File: src/hw/rtl/greedy_list_scheduler_macros.svh
// assertion helpers for the greedy list scheduler
`ifndef GREEDY_LIST_SCHEDULER_MACROS_SVH
`define GREEDY_LIST_SCHEDULER_MACROS_SVH

// same-cycle implication, clocked on clk_i, off during reset
`define GLS_ASSERT_IMP(lbl, ante, cons, msg) \
  lbl: assert property (@(posedge clk_i) disable iff (!rst_ni) (ante) |-> (cons)) \
    else $error(msg);

// next-cycle implication, clocked on clk_i, off during reset
`define GLS_ASSERT_NXT(lbl, ante, cons, msg) \
  lbl: assert property (@(posedge clk_i) disable iff (!rst_ni) (ante) |=> (cons)) \
    else $error(msg);

`endif

File: src/hw/rtl/gls_pkg.sv
`default_nettype none

package gls_pkg;

  localparam logic [31:0] LoadMax  = 32'hFFFF_FFFF;
  localparam logic [15:0] CountMax = 16'hFFFF;

  // one input transfer
  typedef struct packed {
    logic [15:0] task_length;
    logic        batch_start;
  } in_t;

  // one result transfer
  typedef struct packed {
    logic [3:0]  cpu_index;
    logic [15:0] slot_index;
    logic [31:0] new_load;
    logic [31:0] makespan;
  } out_t;

  // search wave passed from cell to cell
  typedef struct packed {
    logic        vld;
    logic [31:0] min_load;
    logic [15:0] min_cnt;
    logic [31:0] max_load;
  } wave_t;

  // update command broadcast to all cells
  typedef struct packed {
    logic        clr;
    logic        en;
    logic [31:0] new_load;
    logic [15:0] new_cnt;
  } upd_t;

endpackage

`default_nettype wire

File: src/hw/rtl/greedy_list_scheduler.sv
// greedy list scheduler
// input channel: in_valid_i / in_ready_o carry a task length and a batch-start
// flag; each task goes to the least-loaded active processor, lowest index on ties.
// output channel: out_valid_o / out_ready_i carry processor index, slot, new
// load and makespan, exactly one result per task, in order.
// cfg_we_i / cfg_wdata_i write the active processor count (0 acts as 1, values
// above MAX_CPUS act as MAX_CPUS); write only while idle.
// a search wave runs through a row of MAX_CPUS cells, one cell per cycle; the
// next task is taken only after the previous task's result has been written
// to the output register.
// the result sits in an output register; a new task is taken while it waits.
// if the receiver stalls when the next result is ready, the processor update
// and the result are held until the output register is free.
// reset clears all loads and counts at once and sets the active count to 16.
`default_nettype none

module greedy_list_scheduler #(
  parameter int unsigned MAX_CPUS = 16
) (
  input  wire logic          clk_i,
  input  wire logic          rst_ni,
  input  wire logic          in_valid_i,
  output logic               in_ready_o,
  input  wire gls_pkg::in_t  in_data_i,
  output logic               out_valid_o,
  input  wire logic          out_ready_i,
  output gls_pkg::out_t      out_data_o,
  input  wire logic          cfg_we_i,
  input  wire logic [4:0]    cfg_wdata_i
);
  import gls_pkg::*;

  `include "greedy_list_scheduler_macros.svh"

  localparam int unsigned IDX_W = $clog2(MAX_CPUS);
  localparam int unsigned CNT_W = $clog2(MAX_CPUS + 1);

  localparam logic [1:0] S_IDLE = 2'd0;
  localparam logic [1:0] S_RUN  = 2'd1;
  localparam logic [1:0] S_PEND = 2'd2;

  logic [1:0]       state_q, state_d;
  logic [4:0]       cfg_q;
  logic [CNT_W-1:0] eff_n;
  logic [15:0]      len_q;
  logic             start_q;
  logic             out_valid_q;
  out_t             out_q;
  logic             in_xfer, out_free, fire;
  logic [32:0]      sum;
  logic [31:0]      new_load;
  logic [31:0]      span;
  upd_t             upd;
  logic [MAX_CPUS-1:0] act;

  wave_t            wave [MAX_CPUS+1];
  logic [IDX_W-1:0] widx [MAX_CPUS+1];
  wave_t            last;

  // configuration register
  always_ff @(posedge clk_i or negedge rst_ni) begin
    if (!rst_ni) begin
      cfg_q <= 5'd16;
    end else if (cfg_we_i) begin
      cfg_q <= cfg_wdata_i;
    end
  end

  // effective processor count
  always_comb begin
    if (cfg_q == 5'd0) begin
      eff_n = CNT_W'(1);
    end else if (32'(cfg_q) > MAX_CPUS) begin
      eff_n = CNT_W'(MAX_CPUS);
    end else begin
      eff_n = CNT_W'(cfg_q);
    end
  end

  assign in_ready_o = (state_q == S_IDLE);
  assign in_xfer    = in_valid_i && in_ready_o;
  assign out_free   = !out_valid_q || out_ready_i;
  assign last       = wave[MAX_CPUS];
  assign fire       = (((state_q == S_RUN) && last.vld) || (state_q == S_PEND)) && out_free;

  // control sequencer
  always_comb begin
    state_d = state_q;
    unique case (state_q)
      S_IDLE: begin
        if (in_xfer) state_d = S_RUN;
      end
      S_RUN: begin
        if (last.vld) state_d = out_free ? S_IDLE : S_PEND;
      end
      S_PEND: begin
        if (out_free) state_d = S_IDLE;
      end
      default: state_d = S_IDLE;
    endcase
  end

  always_ff @(posedge clk_i or negedge rst_ni) begin
    if (!rst_ni) begin
      state_q <= S_IDLE;
      start_q <= 1'b0;
    end else begin
      state_q <= state_d;
      start_q <= in_xfer;
    end
  end

  always_ff @(posedge clk_i) begin
    if (in_xfer) len_q <= in_data_i.task_length;
  end

  // seed of the search wave
  always_comb begin
    wave[0].vld      = start_q;
    wave[0].min_load = LoadMax;
    wave[0].min_cnt  = '0;
    wave[0].max_load = '0;
    widx[0]          = '0;
  end

  // row of processor cells
  for (genvar k = 0; k < MAX_CPUS; k++) begin : g_cell
    assign act[k] = (32'(k) < 32'(eff_n));
    gls_cell #(
      .IDX_W (IDX_W),
      .IDX   (k)
    ) u_cell (
      .clk_i  (clk_i),
      .rst_ni (rst_ni),
      .act_i  (act[k]),
      .wave_i (wave[k]),
      .idx_i  (widx[k]),
      .wave_o (wave[k+1]),
      .idx_o  (widx[k+1]),
      .upd_i  (upd),
      .sel_i  (widx[MAX_CPUS])
    );
  end

  // saturating load update and makespan
  assign sum      = {1'b0, last.min_load} + {17'b0, len_q};
  assign new_load = sum[32] ? LoadMax : sum[31:0];
  assign span     = (new_load > last.max_load) ? new_load : last.max_load;

  always_comb begin
    upd.clr      = in_xfer && in_data_i.batch_start;
    upd.en       = fire;
    upd.new_load = new_load;
    upd.new_cnt  = (last.min_cnt == CountMax) ? CountMax : (last.min_cnt + 16'd1);
  end

  // output register
  always_ff @(posedge clk_i or negedge rst_ni) begin
    if (!rst_ni) begin
      out_valid_q <= 1'b0;
    end else if (fire) begin
      out_valid_q <= 1'b1;
    end else if (out_ready_i) begin
      out_valid_q <= 1'b0;
    end
  end

  always_ff @(posedge clk_i) begin
    if (fire) begin
      out_q.cpu_index  <= 4'(widx[MAX_CPUS]);
      out_q.slot_index <= last.min_cnt;
      out_q.new_load   <= new_load;
      out_q.makespan   <= span;
    end
  end

  assign out_valid_o = out_valid_q;
  assign out_data_o  = out_q;

  // checks
  `GLS_ASSERT_NXT(a_xfer_starts, in_xfer, state_q == S_RUN, "transfer did not start search")
  `GLS_ASSERT_IMP(a_wave_in_run, last.vld, state_q == S_RUN, "search wave ended outside run")
  `GLS_ASSERT_NXT(a_fire_out, fire, out_valid_o, "update without result")
  `GLS_ASSERT_NXT(a_pend_hold, (state_q == S_PEND) && out_valid_o && !out_ready_i,
                  state_q == S_PEND, "pending result left while output stalled")

endmodule

`default_nettype wire

File: src/hw/rtl/gls_cell.sv
`default_nettype none

module gls_cell #(
  parameter int unsigned IDX_W = 4,
  parameter int unsigned IDX   = 0
) (
  input  wire logic             clk_i,
  input  wire logic             rst_ni,
  input  wire logic             act_i,
  input  wire gls_pkg::wave_t   wave_i,
  input  wire logic [IDX_W-1:0] idx_i,
  output gls_pkg::wave_t        wave_o,
  output logic [IDX_W-1:0]      idx_o,
  input  wire gls_pkg::upd_t    upd_i,
  input  wire logic [IDX_W-1:0] sel_i
);
  import gls_pkg::*;

  logic [31:0]      load_q;
  logic [15:0]      cnt_q;
  logic             vld_q;
  wave_t            wave_d, wave_q;
  logic [IDX_W-1:0] idx_d, idx_q;
  logic             take;

  // processor state: cleared on batch start, written when chosen
  always_ff @(posedge clk_i or negedge rst_ni) begin
    if (!rst_ni) begin
      load_q <= '0;
      cnt_q  <= '0;
    end else if (upd_i.clr) begin
      load_q <= '0;
      cnt_q  <= '0;
    end else if (upd_i.en && (sel_i == IDX_W'(IDX))) begin
      load_q <= upd_i.new_load;
      cnt_q  <= upd_i.new_cnt;
    end
  end

  // fold this cell into the running min and max
  // cell zero always opens the minimum, so a fully saturated row still picks it
  assign take = act_i && ((IDX == 0) || (load_q < wave_i.min_load));

  always_comb begin
    wave_d = wave_i;
    idx_d  = idx_i;
    if (take) begin
      wave_d.min_load = load_q;
      wave_d.min_cnt  = cnt_q;
      idx_d           = IDX_W'(IDX);
    end
    if (act_i && (load_q > wave_i.max_load)) begin
      wave_d.max_load = load_q;
    end
  end

  // wave valid pulse
  always_ff @(posedge clk_i or negedge rst_ni) begin
    if (!rst_ni) begin
      vld_q <= 1'b0;
    end else begin
      vld_q <= wave_i.vld;
    end
  end

  // wave payload holds until the next wave passes
  always_ff @(posedge clk_i) begin
    if (wave_i.vld) begin
      wave_q <= wave_d;
      idx_q  <= idx_d;
    end
  end

  always_comb begin
    wave_o     = wave_q;
    wave_o.vld = vld_q;
  end
  assign idx_o = idx_q;

endmodule

`default_nettype wire

File: config.mk
export PLATFORM = sky130hd
export DESIGN_NAME = greedy_list_scheduler
export DESIGN_NICKNAME = d
export VERILOG_FILES = /design/src/hw/rtl/gls_pkg.sv /design/src/hw/rtl/greedy_list_scheduler.sv /design/src/hw/rtl/gls_cell.sv
export VERILOG_INCLUDE_DIRS = /design/src /design/src/hw/rtl
export SDC_FILE = /design/constraint.sdc
export NUM_CORES = 2
export LEC_CHECK = 0
export ABC_CLOCK_PERIOD_IN_PS = 4900
export BUFFER_PORTS_ARGS = -buffer_cell sky130_fd_sc_hd__buf_2
export CORE_MARGIN = 2
export CORE_UTILIZATION = 53
export CTS_BUF_LIST = sky130_fd_sc_hd__clkbuf_8
export CTS_CLUSTER_DIAMETER = 30
export CTS_CLUSTER_SIZE = 30
export DETAILED_ROUTE_END_ITERATION = 16
export PLACE_DENSITY = 0.71
export SYNTH_ARGS = -nofsm -noshare
export SYNTH_HDL_FRONTEND = slang
export SYNTH_SLANG_ARGS = --single-unit
File: constraint.sdc
create_clock -name clk_i -period 4.9 [get_ports clk_i]
set_clock_uncertainty 0.2 [all_clocks]
set_input_delay 0.245 -clock clk_i [delete_from_list [all_inputs] [get_ports clk_i]]
set_output_delay 0.245 -clock clk_i [all_outputs]
set_load 0.01 [all_outputs]
==> metrics.cfg <==
[logic_synthesis]
synth_cells = 9305
synth-main-ff-cell = edfxtp_1
yosysTopAreaCellShare = 0.377
syn-num-nets = 10327
synth_compound_area_frac = 0.101
synth_top_family_by_area = multiplexers
ys_warn_count = 0
synth_fa_ha_area_frac = 0.109
async_flop_share = 0.357
synth-edff-count = 1429
syn_area_per_cell_um2 = 12.2
synth_most_common_cell = edfxtp_1
synthSimpleGateAreaFrac = 0.0602
netlist.top_cell.by_area = edfxtp_1
synthTopCellsByArea = edfxtp_1 (38%), dfrtp_1 (17%), mux2_2 (12%), ha_1 (11%), inv_1 (3.4%)
synth_xor_area_frac = 0.00216
ys_seq_area_frac = 0.552
yosysUniqueCellTypes = 86
syn-cell-area_um2 = 114000
synth-seq-cells = 2222
synthMuxAreaShare = 0.123
synth_common_cells = edfxtp_1 (1429), mux2_2 (1204), inv_1 (1033)

[cells_and_area]
final_cell_area_um2 = 131000
n_fill_cell = 16652
final_cells = 12956
syn2layout_area_growth_pct = 14.8
final_nets = 10737
drive_above_1_share = 0.253

[clocking]
insertion_delay_ns = 1.13
path_clk_slew_ns = 0.07
clock-sinks = 2222
tritoncts = built
htree_levels = 5
clockBufferDepth = 4
numCtsBuffers = 467
cts_root_buf = clkbuf_8

[route]
dr.pass1.iters = 5
routed_wl_um = 314000
drc = 0
via_per_inst = 5.86
via_count = 75861
first_iter_violations = 6250
final_antenna_net_count = 0
routedWlPerCell_um = 24.3

[placed_design]
hpwl_um = 217000
placed_cell_area_um2 = 119000
placed_cells = 12015
globalplace.congestion = 0.953
numPortBuffers = 112

[setup_path]
worst-endpoint-required_ns = 5.52
slowest_delay_ns = 0.45
path_cells = ha_2 > fa_2 > a211oi_2 > o31a_2 > o21ai_4 > buf_6 > o2111ai_2 > buf_6 > buf_6 > nand2_4 > mux2i_4 > inv_2 > ha_4 > nand4_1 > or3_4 > nor3_4 > buf_4 > buf_4 > a31oi_4 > buf_12 > buf_6 > mux2i_2
crit_type = register to register
critical_path_buf_inv_count = 8
start_kind = register
cp.arrival_ns = 5.48
crit_slowest_cell = or3_4
crit_path_frequent_cell = buf_6
crit_path_end_kind = register
crit_path_max_fanout = 6
critPathTopFamily = buffers and inverters

[global_routing]
grtUsageTotal = 0.287
antenna_found_initial = 13
grt_max_degree = 160
overflow = 0
grt_pass1_wl_um = 477000
grt_pass1_vias = 76939

[power]
ir_drop_uv = 316
p_leak_nw = 58.8
powerDensity_nw_per_um2 = 357

[timing]
finalCritPeriodShare = 0.991
timing.fmax_ghz = 0.206
finalMaxSlewViolations = 0
fin_crit_ns = 4.85
relSlewSlack = 0.160
setup_violations = 0
worst_slew_pin_slew_ns = 1.25
hold_violations = 0
rsz0062_at_grt = yes

[floorplanning]
start_util = 0.532
pin_count = 113
die_width_um = 467
dieArea_um2 = 218000
die-height_um = 467
coreArea_um2 = 214000
rows = 170

[run]
drv_cap = 0

[worst_hold_path]
hold_class = input pin to asynchronous set/reset pin

[run_status]
status = finished, final reports clean

## cell families (layout without fill, tap and decap cells)
logic type,Yosys count,in the layout
adders and majority gates,995,995
and+or+nand+nor,1379,1379
muxes,1242,1242
DFF,2222,2222
AOI/OAI and AO/OA,1893,1893
xor gates and xnor gates,28,28
other,0,11
buffers and inverters,1546,2348
## worst min-delay path: cells and delay by family
kind	cells	cell delay (ns)
buf+inv	4	1.51
## final timing paths
check                                                        from                                        end  slack [ns]  cells past startpoint
min in group clk_i                                   in_data_i[0]    g_cell[7].u_cell.load_q[16]$_DFFE_PN0P_        0.14                      5
hold / removal                                             rst_ni      g_cell[1].u_cell.cnt_q[3]$_DFFE_PN0P_        0.08                      4
setup / recovery                               len_q[0]$_DFFE_PP_                   out_data_o[31]$_DFFE_PP_        0.05                     22
hold reg to reg            g_cell[0].u_cell.cnt_q[11]$_DFFE_PN0P_  g_cell[0].u_cell.wave_o[43]$_SDFFCE_PP0P_        0.24                      0
max in group asynchronous                                  rst_ni          g_cell[13].u_cell.vld_q$_DFF_PN0_        2.97                      6
setup reg to reg                               len_q[0]$_DFFE_PP_                   out_data_o[31]$_DFFE_PP_        0.05                     22
## what timing repair did
action                                  4_1_cts  5_1_grt
endpoints found under the setup margin       32       32
gates cloned                                  1        0
hold buffers                                 56        0
pin swaps                                    13       32
setup buffers                                 9        4
resized for setup                            16       54
hold endpoints to repair                   1208        0
## sequential cells by signal, summed over array words and instances, names as in the netlist
| signal | flops |
|---|---|
| cfg_q | 5 |
| g_cell.u_cell.cnt_q | 256 |
| g_cell.u_cell.idx_o | 49 |
| g_cell.u_cell.load_q | 512 |
| g_cell.u_cell.vld_q | 16 |
| g_cell.u_cell.wave_o | 1280 |
| len_q | 16 |
| out_data_o | 84 |
| out_valid_o | 1 |
| start_q | 1 |
| state_q | 2 |
## cells in the final DEF, fill, tap and decap left out, types with 22 or more instances in the layout
cell and count:
inv_6 34, mux2_2 1201, o21ai_1 22, dfrtp_1 776, a21oi_1 431, nand2b_1 50
nor2_4 24, buf_12 25, clkinv_2 68, or2_2 22, and2_1 23, a211oi_1 270
nor2_1 364, clkinv_1 23, clkbuf_8 513, clkinvlp_4 61, nor3_1 32, bufinv_16 65
o21ai_0 631, nand4_1 212, nand3_1 357, o21a_1 24, edfxtp_1 1429, nor2b_1 61
buf_4 249, dlygate4sd3_1 55, inv_1 1091, buf_2 111, o211ai_1 22, a31oi_1 28
ha_1 977, mux2i_1 27, clkinv_4 34, nand2_1 144, a21o_1 329
## through the flow
| step | setup WS (ns) | hold slack, ns | util | setup TNS, ns | power (mW) |
|---|---|---|---|---|---|
| after floorplan | 0.0114 | -0.251 | - | 0 | 23.5 |
| after global placement | -0.231 | -0.00639 | 0.555 | -3.69 | 24.6 |
| after detailed placement | -0.181 | -0.00282 | 0.555 | -1.49 | 24.7 |
| after CTS | 0.0196 | 0.0209 | 0.609 | 0 | 46.9 |
| after global routing | -0.0742 | 0.0526 | 0.610 | -0.988 | 48.2 |
| final | 0.0454 | 0.0808 | 0.610 | 0 | 46.6 |
## metal layers
metal / part of all wire / track usage / wire (um) / vias up
li1: - / - / - / 34902
met1: 0.42 / 0.386 / 133000 / 37616
met2: 0.46 / 0.455 / 145000 / 2575
met3: 0.064 / 0.0480 / 20000 / 760
met4: 0.051 / 0.138 / 16100 / 8
met5: 0.00047 / 0.00351 / 149 / -
## power by group
part / internal, mW / switching, mW
Clock: 13.3 / 8.88
Combinational: 1.52 / 1.73
Sequential: 20.6 / 0.531
Total: 35.5 / 11.1
## final cells by class
type | instances | area [um^2] | area share
Antenna cell | 11 | 27.5 | 0.000211
Clock buffer | 513 | 7060 | 0.0541
Inverter | 1034 | 3880 | 0.0297
Timing Repair Buffer | 453 | 3660 | 0.0280
Sequential cell | 2222 | 62800 | 0.481
Tap cell | 2838 | 3550 | 0.0272
Multi-Input combinational cell | 5537 | 45900 | 0.352
Clock inverter | 348 | 3680 | 0.0281
Power figures use the tool's default switching activity.
